==> src/rtl/enyg_pkg.sv <==
// ----------------------------------------------------------------------------
// enyg_pkg
// Shared types, constants and lookup functions for the Ethiopian new year
// to Gregorian date converter.
// ----------------------------------------------------------------------------
package enyg_pkg;

   localparam int YEAR_W   = 14;
   localparam int DAYS_W   = 23;
   localparam int GYEAR_W  = 15;
   localparam int REQ_W    = 16;
   localparam int RSP_W    = 56;

   localparam logic [DAYS_W-1:0] GREG_OFFSET = 23'd2006080;
   localparam logic [DAYS_W-1:0] DAYS_400Y   = 23'd146097;
   localparam logic [DAYS_W-1:0] DAYS_100Y   = 23'd36524;
   localparam logic [DAYS_W-1:0] DAYS_4Y     = 23'd1461;
   localparam logic [DAYS_W-1:0] DAYS_1Y     = 23'd365;
   // era offset minus one: previous era year = eth_year + 5499
   localparam logic [GYEAR_W-1:0] ERA_PREV   = 15'd5499;

   typedef enum logic [2:0] {
      ST_IDLE,
      ST_MULT,
      ST_OFFS,
      ST_DIV,
      ST_YEAR,
      ST_WALK,
      ST_DONE
   } state_type;

   typedef enum logic [1:0] {
      PH_400,
      PH_100,
      PH_4,
      PH_1
   } phase_type;

   // divisor of each cycle-division phase
   function automatic logic [DAYS_W-1:0] ph_divisor(input phase_type ph);
      logic [DAYS_W-1:0] d;
      case (ph)
         PH_400:  d = DAYS_400Y;
         PH_100:  d = DAYS_100Y;
         PH_4:    d = DAYS_4Y;
         PH_1:    d = DAYS_1Y;
         default: d = DAYS_1Y;
      endcase
      return d;
   endfunction

   // top quotient bit of each phase
   function automatic logic [2:0] ph_top(input phase_type ph);
      logic [2:0] t;
      case (ph)
         PH_400:  t = 3'd5;
         PH_100:  t = 3'd2;
         PH_4:    t = 3'd4;
         PH_1:    t = 3'd2;
         default: t = 3'd2;
      endcase
      return t;
   endfunction

   function automatic logic [4:0] month_len(input logic [3:0] idx, input logic leap);
      logic [4:0] len;
      case (idx)
         4'd0:    len = 5'd31;
         4'd1:    len = leap ? 5'd29 : 5'd28;
         4'd2:    len = 5'd31;
         4'd3:    len = 5'd30;
         4'd4:    len = 5'd31;
         4'd5:    len = 5'd30;
         4'd6:    len = 5'd31;
         4'd7:    len = 5'd31;
         4'd8:    len = 5'd30;
         4'd9:    len = 5'd31;
         4'd10:   len = 5'd30;
         4'd11:   len = 5'd31;
         default: len = 5'd31;
      endcase
      return len;
   endfunction

endpackage

==> src/rtl/ethiopian_new_year_to_gregorian.sv <==
// ----------------------------------------------------------------------------
// ethiopian_new_year_to_gregorian
// Converts an Ethiopian year to facts about its first day and the matching
// Gregorian date.
// ----------------------------------------------------------------------------
// Usage:
//   req_* takes one Ethiopian year per transaction. rsp_* returns one result
//   transaction per request with the era day count, weekday, Ethiopian leap
//   flag, evangelist and the Gregorian day, month and year.
//   A request is worked by a small sequencer around one shared 24-bit
//   subtractor: the day count (15x9 multiply), the Gregorian offset,
//   17 restoring-division steps over the 400/100/4/1-year cycles, the year
//   sum and leap test, 1 to 12 month-walk steps (one per month reached) and
//   the load of the output register. The sequencer then returns to idle,
//   where the next request is taken.
//   One request is in work at a time and req_tready is low meanwhile.
//   The result sits in an output register, so a new request is taken while
//   a result waits; if the receiver still stalls when the next result is
//   finished, the sequencer holds it until the register frees.
//   Reset (synchronous, active high) returns to idle and drops rsp_tvalid.
// ----------------------------------------------------------------------------
module ethiopian_new_year_to_gregorian
   import enyg_pkg::*;
(
   input  logic             clock,
   input  logic             reset,
   input  logic             req_tvalid,
   output logic             req_tready,
   input  logic [REQ_W-1:0] req_tdata,  // [13:0] eth_year
   output logic             rsp_tvalid,
   input  logic             rsp_tready,
   output logic [RSP_W-1:0] rsp_tdata   // [22:0] day_count, [25:23] week_day,
                                        // [26] eth_leap, [28:27] evangelist,
                                        // [33:29] greg_day, [37:34] greg_month,
                                        // [51:38] greg_year
);

   state_type           state_ff, state_in;
   phase_type           phase_ff, phase_in;
   logic [2:0]          step_ff, step_in;
   logic [YEAR_W-1:0]   year_ff, year_in;
   logic [DAYS_W-1:0]   days_ff, days_in;
   logic [DAYS_W-1:0]   rem_ff, rem_in;
   logic [5:0]          q400_ff, q400_in;
   logic [2:0]          q100_ff, q100_in;
   logic [4:0]          q4_ff, q4_in;
   logic [2:0]          q1_ff, q1_in;
   logic [GYEAR_W-1:0]  gyear_ff, gyear_in;
   logic                leap_ff, leap_in;
   logic [3:0]          idx_ff, idx_in;
   logic [3:0]          month_ff, month_in;
   logic                rsp_tvalid_ff, rsp_tvalid_in;
   logic [RSP_W-1:0]    rsp_tdata_ff, rsp_tdata_in;

   // shared subtractor
   logic [DAYS_W-1:0]   sub_op;
   logic [DAYS_W:0]     diff;
   logic                neg;

   logic [GYEAR_W-1:0]  prev;
   logic [DAYS_W:0]     prod;
   logic [6:0]          t_sum;
   logic [8:0]          s_sum;
   logic [5:0]          oct_sum;
   logic [3:0]          fold2;
   logic [3:0]          fold3;
   logic [2:0]          wday;
   logic                out_free;

   assign req_tready = (state_ff == ST_IDLE);
   assign rsp_tvalid = rsp_tvalid_ff;
   assign rsp_tdata  = rsp_tdata_ff;
   assign out_free   = !rsp_tvalid_ff || rsp_tready;

   always_comb begin
      case (state_ff)
         ST_OFFS: sub_op = GREG_OFFSET;
         ST_DIV:  sub_op = ph_divisor(phase_ff) << step_ff;
         ST_WALK: sub_op = {{(DAYS_W-5){1'b0}}, month_len(idx_ff, leap_ff)};
         default: sub_op = GREG_OFFSET;
      endcase
   end

   assign diff = {1'b0, rem_ff} - {1'b0, sub_op};
   assign neg  = diff[DAYS_W];

   assign prev = {1'b0, year_ff} + ERA_PREV;
   assign prod = {{(DAYS_W+1-GYEAR_W){1'b0}}, prev} * (DAYS_W+1)'(365)
               + (DAYS_W+1)'(prev >> 2)
               + (DAYS_W+1)'(prev[1:0] == 2'd3) + (DAYS_W+1)'(1);

   assign t_sum = {q4_ff, 2'b00} + {4'd0, q1_ff} + 7'd1;
   assign s_sum = {6'd0, q100_ff} * 9'd100 + {2'b00, t_sum};

   // day count mod 7 by folding octal digits (8 == 1 mod 7)
   always_comb begin
      oct_sum = {4'd0, days_ff[DAYS_W-1:21]};
      for (int i = 0; i < 7; i++) begin
         oct_sum = oct_sum + {3'd0, days_ff[3*i +: 3]};
      end
      fold2 = {1'b0, oct_sum[5:3]} + {1'b0, oct_sum[2:0]};
      fold3 = {3'd0, fold2[3]} + {1'b0, fold2[2:0]};
      wday  = (fold3 >= 4'd7) ? 3'(fold3 - 4'd7) : fold3[2:0];
   end

   // next state
   always_comb begin
      state_in = state_ff;
      case (state_ff)
         ST_IDLE: if (req_tvalid) state_in = ST_MULT;
         ST_MULT: state_in = ST_OFFS;
         ST_OFFS: state_in = ST_DIV;
         ST_DIV:  if (step_ff == 3'd0 && phase_ff == PH_1) state_in = ST_YEAR;
         ST_YEAR: state_in = ST_WALK;
         ST_WALK: if (neg || idx_ff == 4'd11) state_in = ST_DONE;
         ST_DONE: if (out_free) state_in = ST_IDLE;
         default: state_in = ST_IDLE;
      endcase
   end

   // datapath
   always_comb begin
      year_in       = year_ff;
      days_in       = days_ff;
      rem_in        = rem_ff;
      phase_in      = phase_ff;
      step_in       = step_ff;
      q400_in       = q400_ff;
      q100_in       = q100_ff;
      q4_in         = q4_ff;
      q1_in         = q1_ff;
      gyear_in      = gyear_ff;
      leap_in       = leap_ff;
      idx_in        = idx_ff;
      month_in      = month_ff;
      rsp_tdata_in  = rsp_tdata_ff;
      rsp_tvalid_in = rsp_tvalid_ff && !rsp_tready;
      case (state_ff)
         ST_IDLE: begin
            year_in = req_tdata[YEAR_W-1:0];
         end
         ST_MULT: begin
            days_in = prod[DAYS_W-1:0];
            rem_in  = prod[DAYS_W-1:0];
         end
         ST_OFFS: begin
            rem_in   = diff[DAYS_W-1:0];
            phase_in = PH_400;
            step_in  = ph_top(PH_400);
            q400_in  = '0;
            q100_in  = '0;
            q4_in    = '0;
            q1_in    = '0;
         end
         ST_DIV: begin
            if (!neg)
               rem_in = diff[DAYS_W-1:0];
            case (phase_ff)
               PH_400:  q400_in = {q400_ff[4:0], !neg};
               PH_100:  q100_in = {q100_ff[1:0], !neg};
               PH_4:    q4_in   = {q4_ff[3:0], !neg};
               PH_1:    q1_in   = {q1_ff[1:0], !neg};
               default: q1_in   = {q1_ff[1:0], !neg};
            endcase
            if (step_ff == 3'd0) begin
               phase_in = phase_type'(phase_ff + 2'd1);
               step_in  = ph_top(phase_type'(phase_ff + 2'd1));
            end else begin
               step_in = step_ff - 3'd1;
            end
         end
         ST_YEAR: begin
            gyear_in = {9'd0, q400_ff} * 15'd400 + {6'd0, s_sum};
            leap_in  = ((t_sum[1:0] == 2'd0) && (t_sum != 7'd100)) || (s_sum == 9'd400);
            idx_in   = '0;
            month_in = 4'd1;
         end
         ST_WALK: begin
            if (!neg) begin
               rem_in = diff[DAYS_W-1:0];
               if (idx_ff != 4'd11) begin
                  idx_in   = idx_ff + 4'd1;
                  month_in = month_ff + 4'd1;
               end
            end
         end
         ST_DONE: begin
            if (out_free) begin
               rsp_tvalid_in = 1'b1;
               rsp_tdata_in  = {4'd0, gyear_ff[YEAR_W-1:0], month_ff, rem_ff[4:0],
                                2'(year_ff[1:0] + 2'd1), (year_ff[1:0] == 2'd3),
                                wday, days_ff};
            end
         end
         default: begin
         end
      endcase
   end

   always_ff @(posedge clock) begin
      if (reset) begin
         state_ff      <= ST_IDLE;
         rsp_tvalid_ff <= 1'b0;
      end else begin
         state_ff      <= state_in;
         rsp_tvalid_ff <= rsp_tvalid_in;
      end
   end

   always_ff @(posedge clock) begin
      year_ff      <= year_in;
      days_ff      <= days_in;
      rem_ff       <= rem_in;
      phase_ff     <= phase_in;
      step_ff      <= step_in;
      q400_ff      <= q400_in;
      q100_ff      <= q100_in;
      q4_ff        <= q4_in;
      q1_ff        <= q1_in;
      gyear_ff     <= gyear_in;
      leap_ff      <= leap_in;
      idx_ff       <= idx_in;
      month_ff     <= month_in;
      rsp_tdata_ff <= rsp_tdata_in;
   end

endmodule

==> config.mk <==
export PLATFORM = sky130hd
export DESIGN_NAME = ethiopian_new_year_to_gregorian
export DESIGN_NICKNAME = d
export VERILOG_FILES = /design/src/rtl/enyg_pkg.sv /design/src/rtl/ethiopian_new_year_to_gregorian.sv
export SDC_FILE = /design/constraint.sdc
export NUM_CORES = 1
export LEC_CHECK = 0
export BUFFER_PORTS_ARGS = -buffer_cell sky130_fd_sc_hd__buf_4
export CAP_MARGIN = 40
export CORE_ASPECT_RATIO = 1.2
export CORE_MARGIN = 5
export CORE_UTILIZATION = 50
export DETAILED_ROUTE_END_ITERATION = 16
export GPL_ROUTABILITY_DRIVEN = 0
export MAX_ROUTING_LAYER = met4
export PLACE_DENSITY_LB_ADDON = 0.3
export SLEW_MARGIN = 20
export SYNTH_ARGS = -nofsm -noshare
export SYNTH_HDL_FRONTEND = slang
export SYNTH_SLANG_ARGS = --single-unit
==> constraint.sdc <==
create_clock -name clock -period 7.4 [get_ports clock]
set_input_delay 1.48 -clock clock [delete_from_list [all_inputs] [get_ports clock]]
set_output_delay 1.48 -clock clock [all_outputs]
set_load 0.005 [all_outputs]
## Yosys cells after proc, flatten, opt, wreduce, memory -nomap -nowiden

Cells that the tools add are included.

- Add/sub/neg operators: 24
- $mul: 3
- $lt $le $gt $ge: 1
- Equal/unequal tests: 35
- Shift-type cells: 1
- Multiplexer cells: 34
- Reduce and logical (&&, ||, !) cells: 29

Operator list:

| kind | count |
|---|---|
| $pmux 23 s4 | 1 |
| $pmux 23 s3 | 1 |
| $mux 23 | 2 |
| $pmux 23 s2 | 1 |
| $add 6x3->6 | 4 |
| $mux 3 | 8 |
| $sub 23x23->24 | 1 |
| $add 23x1->23 | 1 |
| $add 23x1->23 const B | 1 |
| $add 23x13->23 | 1 |
| $mul 15x9->23 const B | 1 |
| $shl 23x3->23 | 1 |
| $pmux 3 s7 | 1 |
| $ne 2x2->1 const B | 9 |
| $pmux 3 s2 | 3 |
| $mux 4 | 4 |
| $pmux 4 s2 | 2 |
| $add 14x13->15 const B | 1 |
| $add 14x9->14 | 1 |
| $reduce_and 2->1 | 7 |
| $eq 2x2->1 const B | 6 |
| $eq 4x4->1 const B | 3 |
| $pmux 6 s2 | 1 |
| $mul 6x5->10 const B | 1 |
| 43 further kinds | 65 |

- Register bits after elaboration: 161
- Input port bits: 20
- Output and inout port bits: 58
- Word-level logic and storage cells: 143

## Longest topological paths before layout

- Depth in word-level cells: 11
- Gate-level depth with buffers: 24
- Mapped depth without buffers: 24

## Worst setup path before layout

Ideal clock, no wire load.

- Kind: register to register
- Start point: reg year_ff[3]
- End point: reg rem_ff[22] (data pin)
- Setup time: 260 ps
- Arrival time: 6097 ps
- Required time: 7140 ps
- Path slack: 1043 ps
- Stages on the path, launching flop included: 21
- Path buffers: 0
- Period minus slack after synthesis: 6357 ps
- Cell sequence: edfxtp_1 -> or4_4 -> nand2b_1 -> a21oi_1 -> nor2b_1 -> nor2_1 -> xnor2_1 -> ha_1 -> fa_1 -> inv_1 -> fa_1 -> fa_1 -> fa_1 -> inv_1 -> ha_1 -> or2_2 -> a21o_1 -> a31o_2 -> a21o_1 -> a311o_1 -> mux2_2

- Longest elaborated chain between the ends: 6

RTL lines:

| item | RTL line | source |
|---|---|---|
| start: declaration | ethiopian_new_year_to_gregorian.sv:41 | `logic [YEAR_W-1:0] year_ff, year_in;` |
| start signal: assignment | ethiopian_new_year_to_gregorian.sv:211 | `year_ff <= year_in;` |
| $add 14x13->15 (*) | ethiopian_new_year_to_gregorian.sv:87 | `assign prev = {1'b0, year_ff} + ERA_PREV;` |
| $mul 15x9->23 | ethiopian_new_year_to_gregorian.sv:88 | `assign prod = {{(DAYS_W+1-GYEAR_W){1'b0}}, prev} * (DAYS_W+1)'(365)` |
| $add 23x13->23 (*) | ethiopian_new_year_to_gregorian.sv:89 | `+ (DAYS_W+1)'(prev >> 2)` |
| $add 23x1->23 (*) (2 in a row) | ethiopian_new_year_to_gregorian.sv:90 | `+ (DAYS_W+1)'(prev[1:0] == 2'd3) + (DAYS_W+1)'(1);` |
| via prod[22] | ethiopian_new_year_to_gregorian.sv:61 | `logic [DAYS_W:0] prod;` |
| $pmux 23 s3 (*) | ethiopian_new_year_to_gregorian.sv:138 | `case (state_ff)` |
| via rem_in[22] | ethiopian_new_year_to_gregorian.sv:43 | `logic [DAYS_W-1:0] rem_ff, rem_in;` |
| end signal: assignment | ethiopian_new_year_to_gregorian.sv:213 | `rem_ff <= rem_in;` |
| end: declaration | ethiopian_new_year_to_gregorian.sv:43 |  |

The timed path passes the listed nets; every way through them passes the cells marked *.
A chain may end at the register's enable or synchronous reset.

## Final worst setup path

Ends and elaborated chain as after synthesis.

==> out/qor.csv <==
metric,value,unit
crit_start,year_ff[3],
die_w,154.8,um
dieArea,0.02846,mm2
maxSlewViolCount,0,
numCtsBuffers,17,
cts_setup_buffers,0,
synth_area_per_cell,10.83,um2
cts_max_level,4,
rrSetupSlack,0.58,ns
vias,8367,
synthArstFlopShare,0,
nets,1492,
ioPinCount,78,
synth_top_area_frac,0.3746,
syn_area,0.01259,mm2
ys_seq_area_frac,0.3810,
r2r-end,rem_ff[22],
slowest_delay,0.59,ns
hold_class,flop to flop,
highest_layer,met4,
end_kind,flop,
ys_types,65,
insertion_delay,0.44,ns
clkTransAtPathRegs,0.08,ns
die_h,183.8,um
setup_tns,0,ns
rsz0062_at_grt,no,
dr_wl_met2,12200,um
layout.area.seq,0.004795,mm2
timing.hold.ws,0.4184,ns
grt_pass1_wl,41430,um
critPathLaunchType,flop,
synth_top_cell_by_area,edfxtp_1,
met1_length,10970,um
yosys-top-cells-count,"183 x inv_1, 157 x edfxtp_1, 156 x ha_1",
period_needed,6.822,ns
syn2layout_area_growth,12.41,%
start_util,0.5085,
viasPerCell,5.316,
final_hold_viol_count,0,
yosysWarningCount,0,
totalWireLength,24660,um
met3_length,1036,um
path_max_fanout,5,
final_antenna_net_count,0,
num_antenna_cells,0,
multi_input_area,0.007015,mm2
cts_num_sinks,161,
slew_headroom,0.5247,
num_rows,63,
coreArea,0.02475,mm2
cp.required,7.60,ns
worstSetupPathType,flop to flop,
portBuffers,71,
r2r-start,year_ff[3],
ys_seq_elements,161,
antenna_found_initial,0,
grt_usage,0.1878,
cts_buffer_depth,2,
r2r_cells,20,
grt_pass1_vias,8517,
drtPass1Iterations,6,
synthFlopType,edfxtp_1,
status,completed,
fmax,146.6,MHz
dp_hpwl,19450,um
period_share,0.9218,
grt_max_degree,53,
path_cells,or4_4 > o21ai_0 > ha_1 > inv_1 > fa_1 > fa_1 > inv_1 > fa_1 > inv_1 > fa_1 > inv_1 > ha_1 > a21o_1 > a21oi_1 > a2bb2oi_1 > nand3_1 > a31o_2 > a21o_1 > a311o_1 > mux2_2,
ys_top_cells_by_area,"edfxtp_1 37%, ha_1 16%, fa_1 13%",
hold_buffers,0,
min-delay-start,gyear_ff[6],
wl_per_cell,15.67,um
synth_cells,1162,
remaining_drc_errors,0,
grt-ovfl-total,0,
num-fill-cells,2106,
cts_tree,built,
skew,0.01657,ns
cp.arrival,7.03,ns
cts_resized,0,
drt_iter0_drc,507,
yosysMostFrequentCell,inv_1,
setup-violations-final,0,
crit_end,rem_ff[22],
drive_gt1_frac,0.1073,
crit_slowest_cell,or4_4,
max_slew.worst_pin.slew,0.7129,ns
clockRootBuffer,clkbuf_16,
synth_edf_count,157,
maxCapViolCount,0,
## metrics by stage
step | std cells | area [um2] | util | setup slack (ns)
floorplan | 1165 | 12600 | - | 1.043
global placement | 1541 | 13490 | 0.5451 | 0.6670
detailed placement | 1542 | 13510 | 0.5457 | 0.5943
CTS | 1573 | 14130 | 0.5710 | 0.5616
global route | 1574 | 14150 | 0.5716 | 0.1821
finish | 1574 | 14150 | 0.5716 | 0.5785
## flip-flops by register name, indices dropped and copies added, names as in the netlist, 4 cells and up
signal	cells
q400_ff	6
days_ff	23
year_ff	14
gyear_ff	14
rsp_tdata	52
month_ff	4
idx_ff	4
q4_ff	5
rem_ff	23
## per-layer routing
| metal | global-route usage | vias to the layer above |
|---|---|---|
| li1 | - | 4154 |
| met1 | 0.2374 | 4006 |
| met2 | 0.3143 | 172 |
| met3 | 0.03367 | 35 |
| met4 | 0.04912 | 0 |
| met5 | - | - |
## cell families (layout without fill, tap and decap cells)
kind of cell               count (synthesis)  count (layout)  synth area share
xor gates and xnor gates                  89              89           0.06193
other                                      1               4         0.0002980
muxes                                     12              12           0.01034
AOI/OAI and AO/OA                        232             232            0.1198
DFF                                      161             161            0.3810
buffers and inverters                    211             295           0.06412
adders and majority gates                235             235            0.2807
and+or+nand+nor                          221             221           0.08182
## final cells by class
class                   instances  area share
well taps                     325     0.02874
clock inverters                14     0.01406
repair buffers                 80     0.04351
clock buffers                  17     0.03007
flip-flops and latches        161      0.3389
inverters                     184     0.04882
multi-input cells             793      0.4959
## cells in the final DEF (no fill, tap or decap), drive strengths merged, types with 3 or more instances in the layout
| cell | netlist | final |
|---|---|---|
| nor2b | 9 | 9 |
| a21oi | 75 | 75 |
| and2 | 14 | 14 |
| nand2b | 11 | 11 |
| nor3 | 14 | 14 |
| fa | 79 | 79 |
| o211ai | 10 | 10 |
| xor2 | 37 | 37 |
| and3 | 11 | 11 |
| mux2 | 8 | 8 |
| a211oi | 8 | 8 |
| buf | 4 | 80 |
| conb | 1 | 4 |
| clkinv | 1 | 3 |
| o21bai | 8 | 8 |
| a21o | 34 | 34 |
| o21a | 7 | 7 |
| inv | 183 | 190 |
| mux2i | 4 | 4 |
| a31oi | 9 | 9 |
| or2 | 4 | 4 |
| clkbuf | 23 | 17 |
| o21ai | 45 | 45 |
| dfxtp | 4 | 4 |
| nand3 | 13 | 13 |
| xnor2 | 52 | 52 |
| ha | 156 | 156 |
| nand2 | 66 | 66 |
| a2111oi | 3 | 3 |
| nor2 | 66 | 66 |
| o22ai | 3 | 3 |
| nand4 | 6 | 6 |
| edfxtp | 157 | 157 |
| bufinv | 0 | 3 |
## worst max-delay path, delay by kind of cell, from the launching register on
family	cells	cell delay [ns]
AOI/OAI and AO/OA	7	2.17
and+or+nand+nor	2	0.83
buffers and inverters	4	0.24
muxes	1	0.26
DFF	1	0.46
adders and majority gates	6	2.63
## how the worst min path moves through the flow
stage / end / slack (ns) / depth (start not counted)
2_1_floorplan: rsp_tdata[38] / 0.40 / 0
3_3_place_gp: rsp_tdata[46] / 0.40 / 0
3_5_place_dp: rsp_tdata[39] / 0.41 / 0
4_1_cts: rsp_tdata[44] / 0.42 / 0
5_1_grt: rsp_tdata[41] / 0.43 / 0
6_report: rsp_tdata[44] / 0.42 / 0
Power is not shown: default switching activity piles up to over one toggle a cycle in this logic, so the estimate is an artifact.
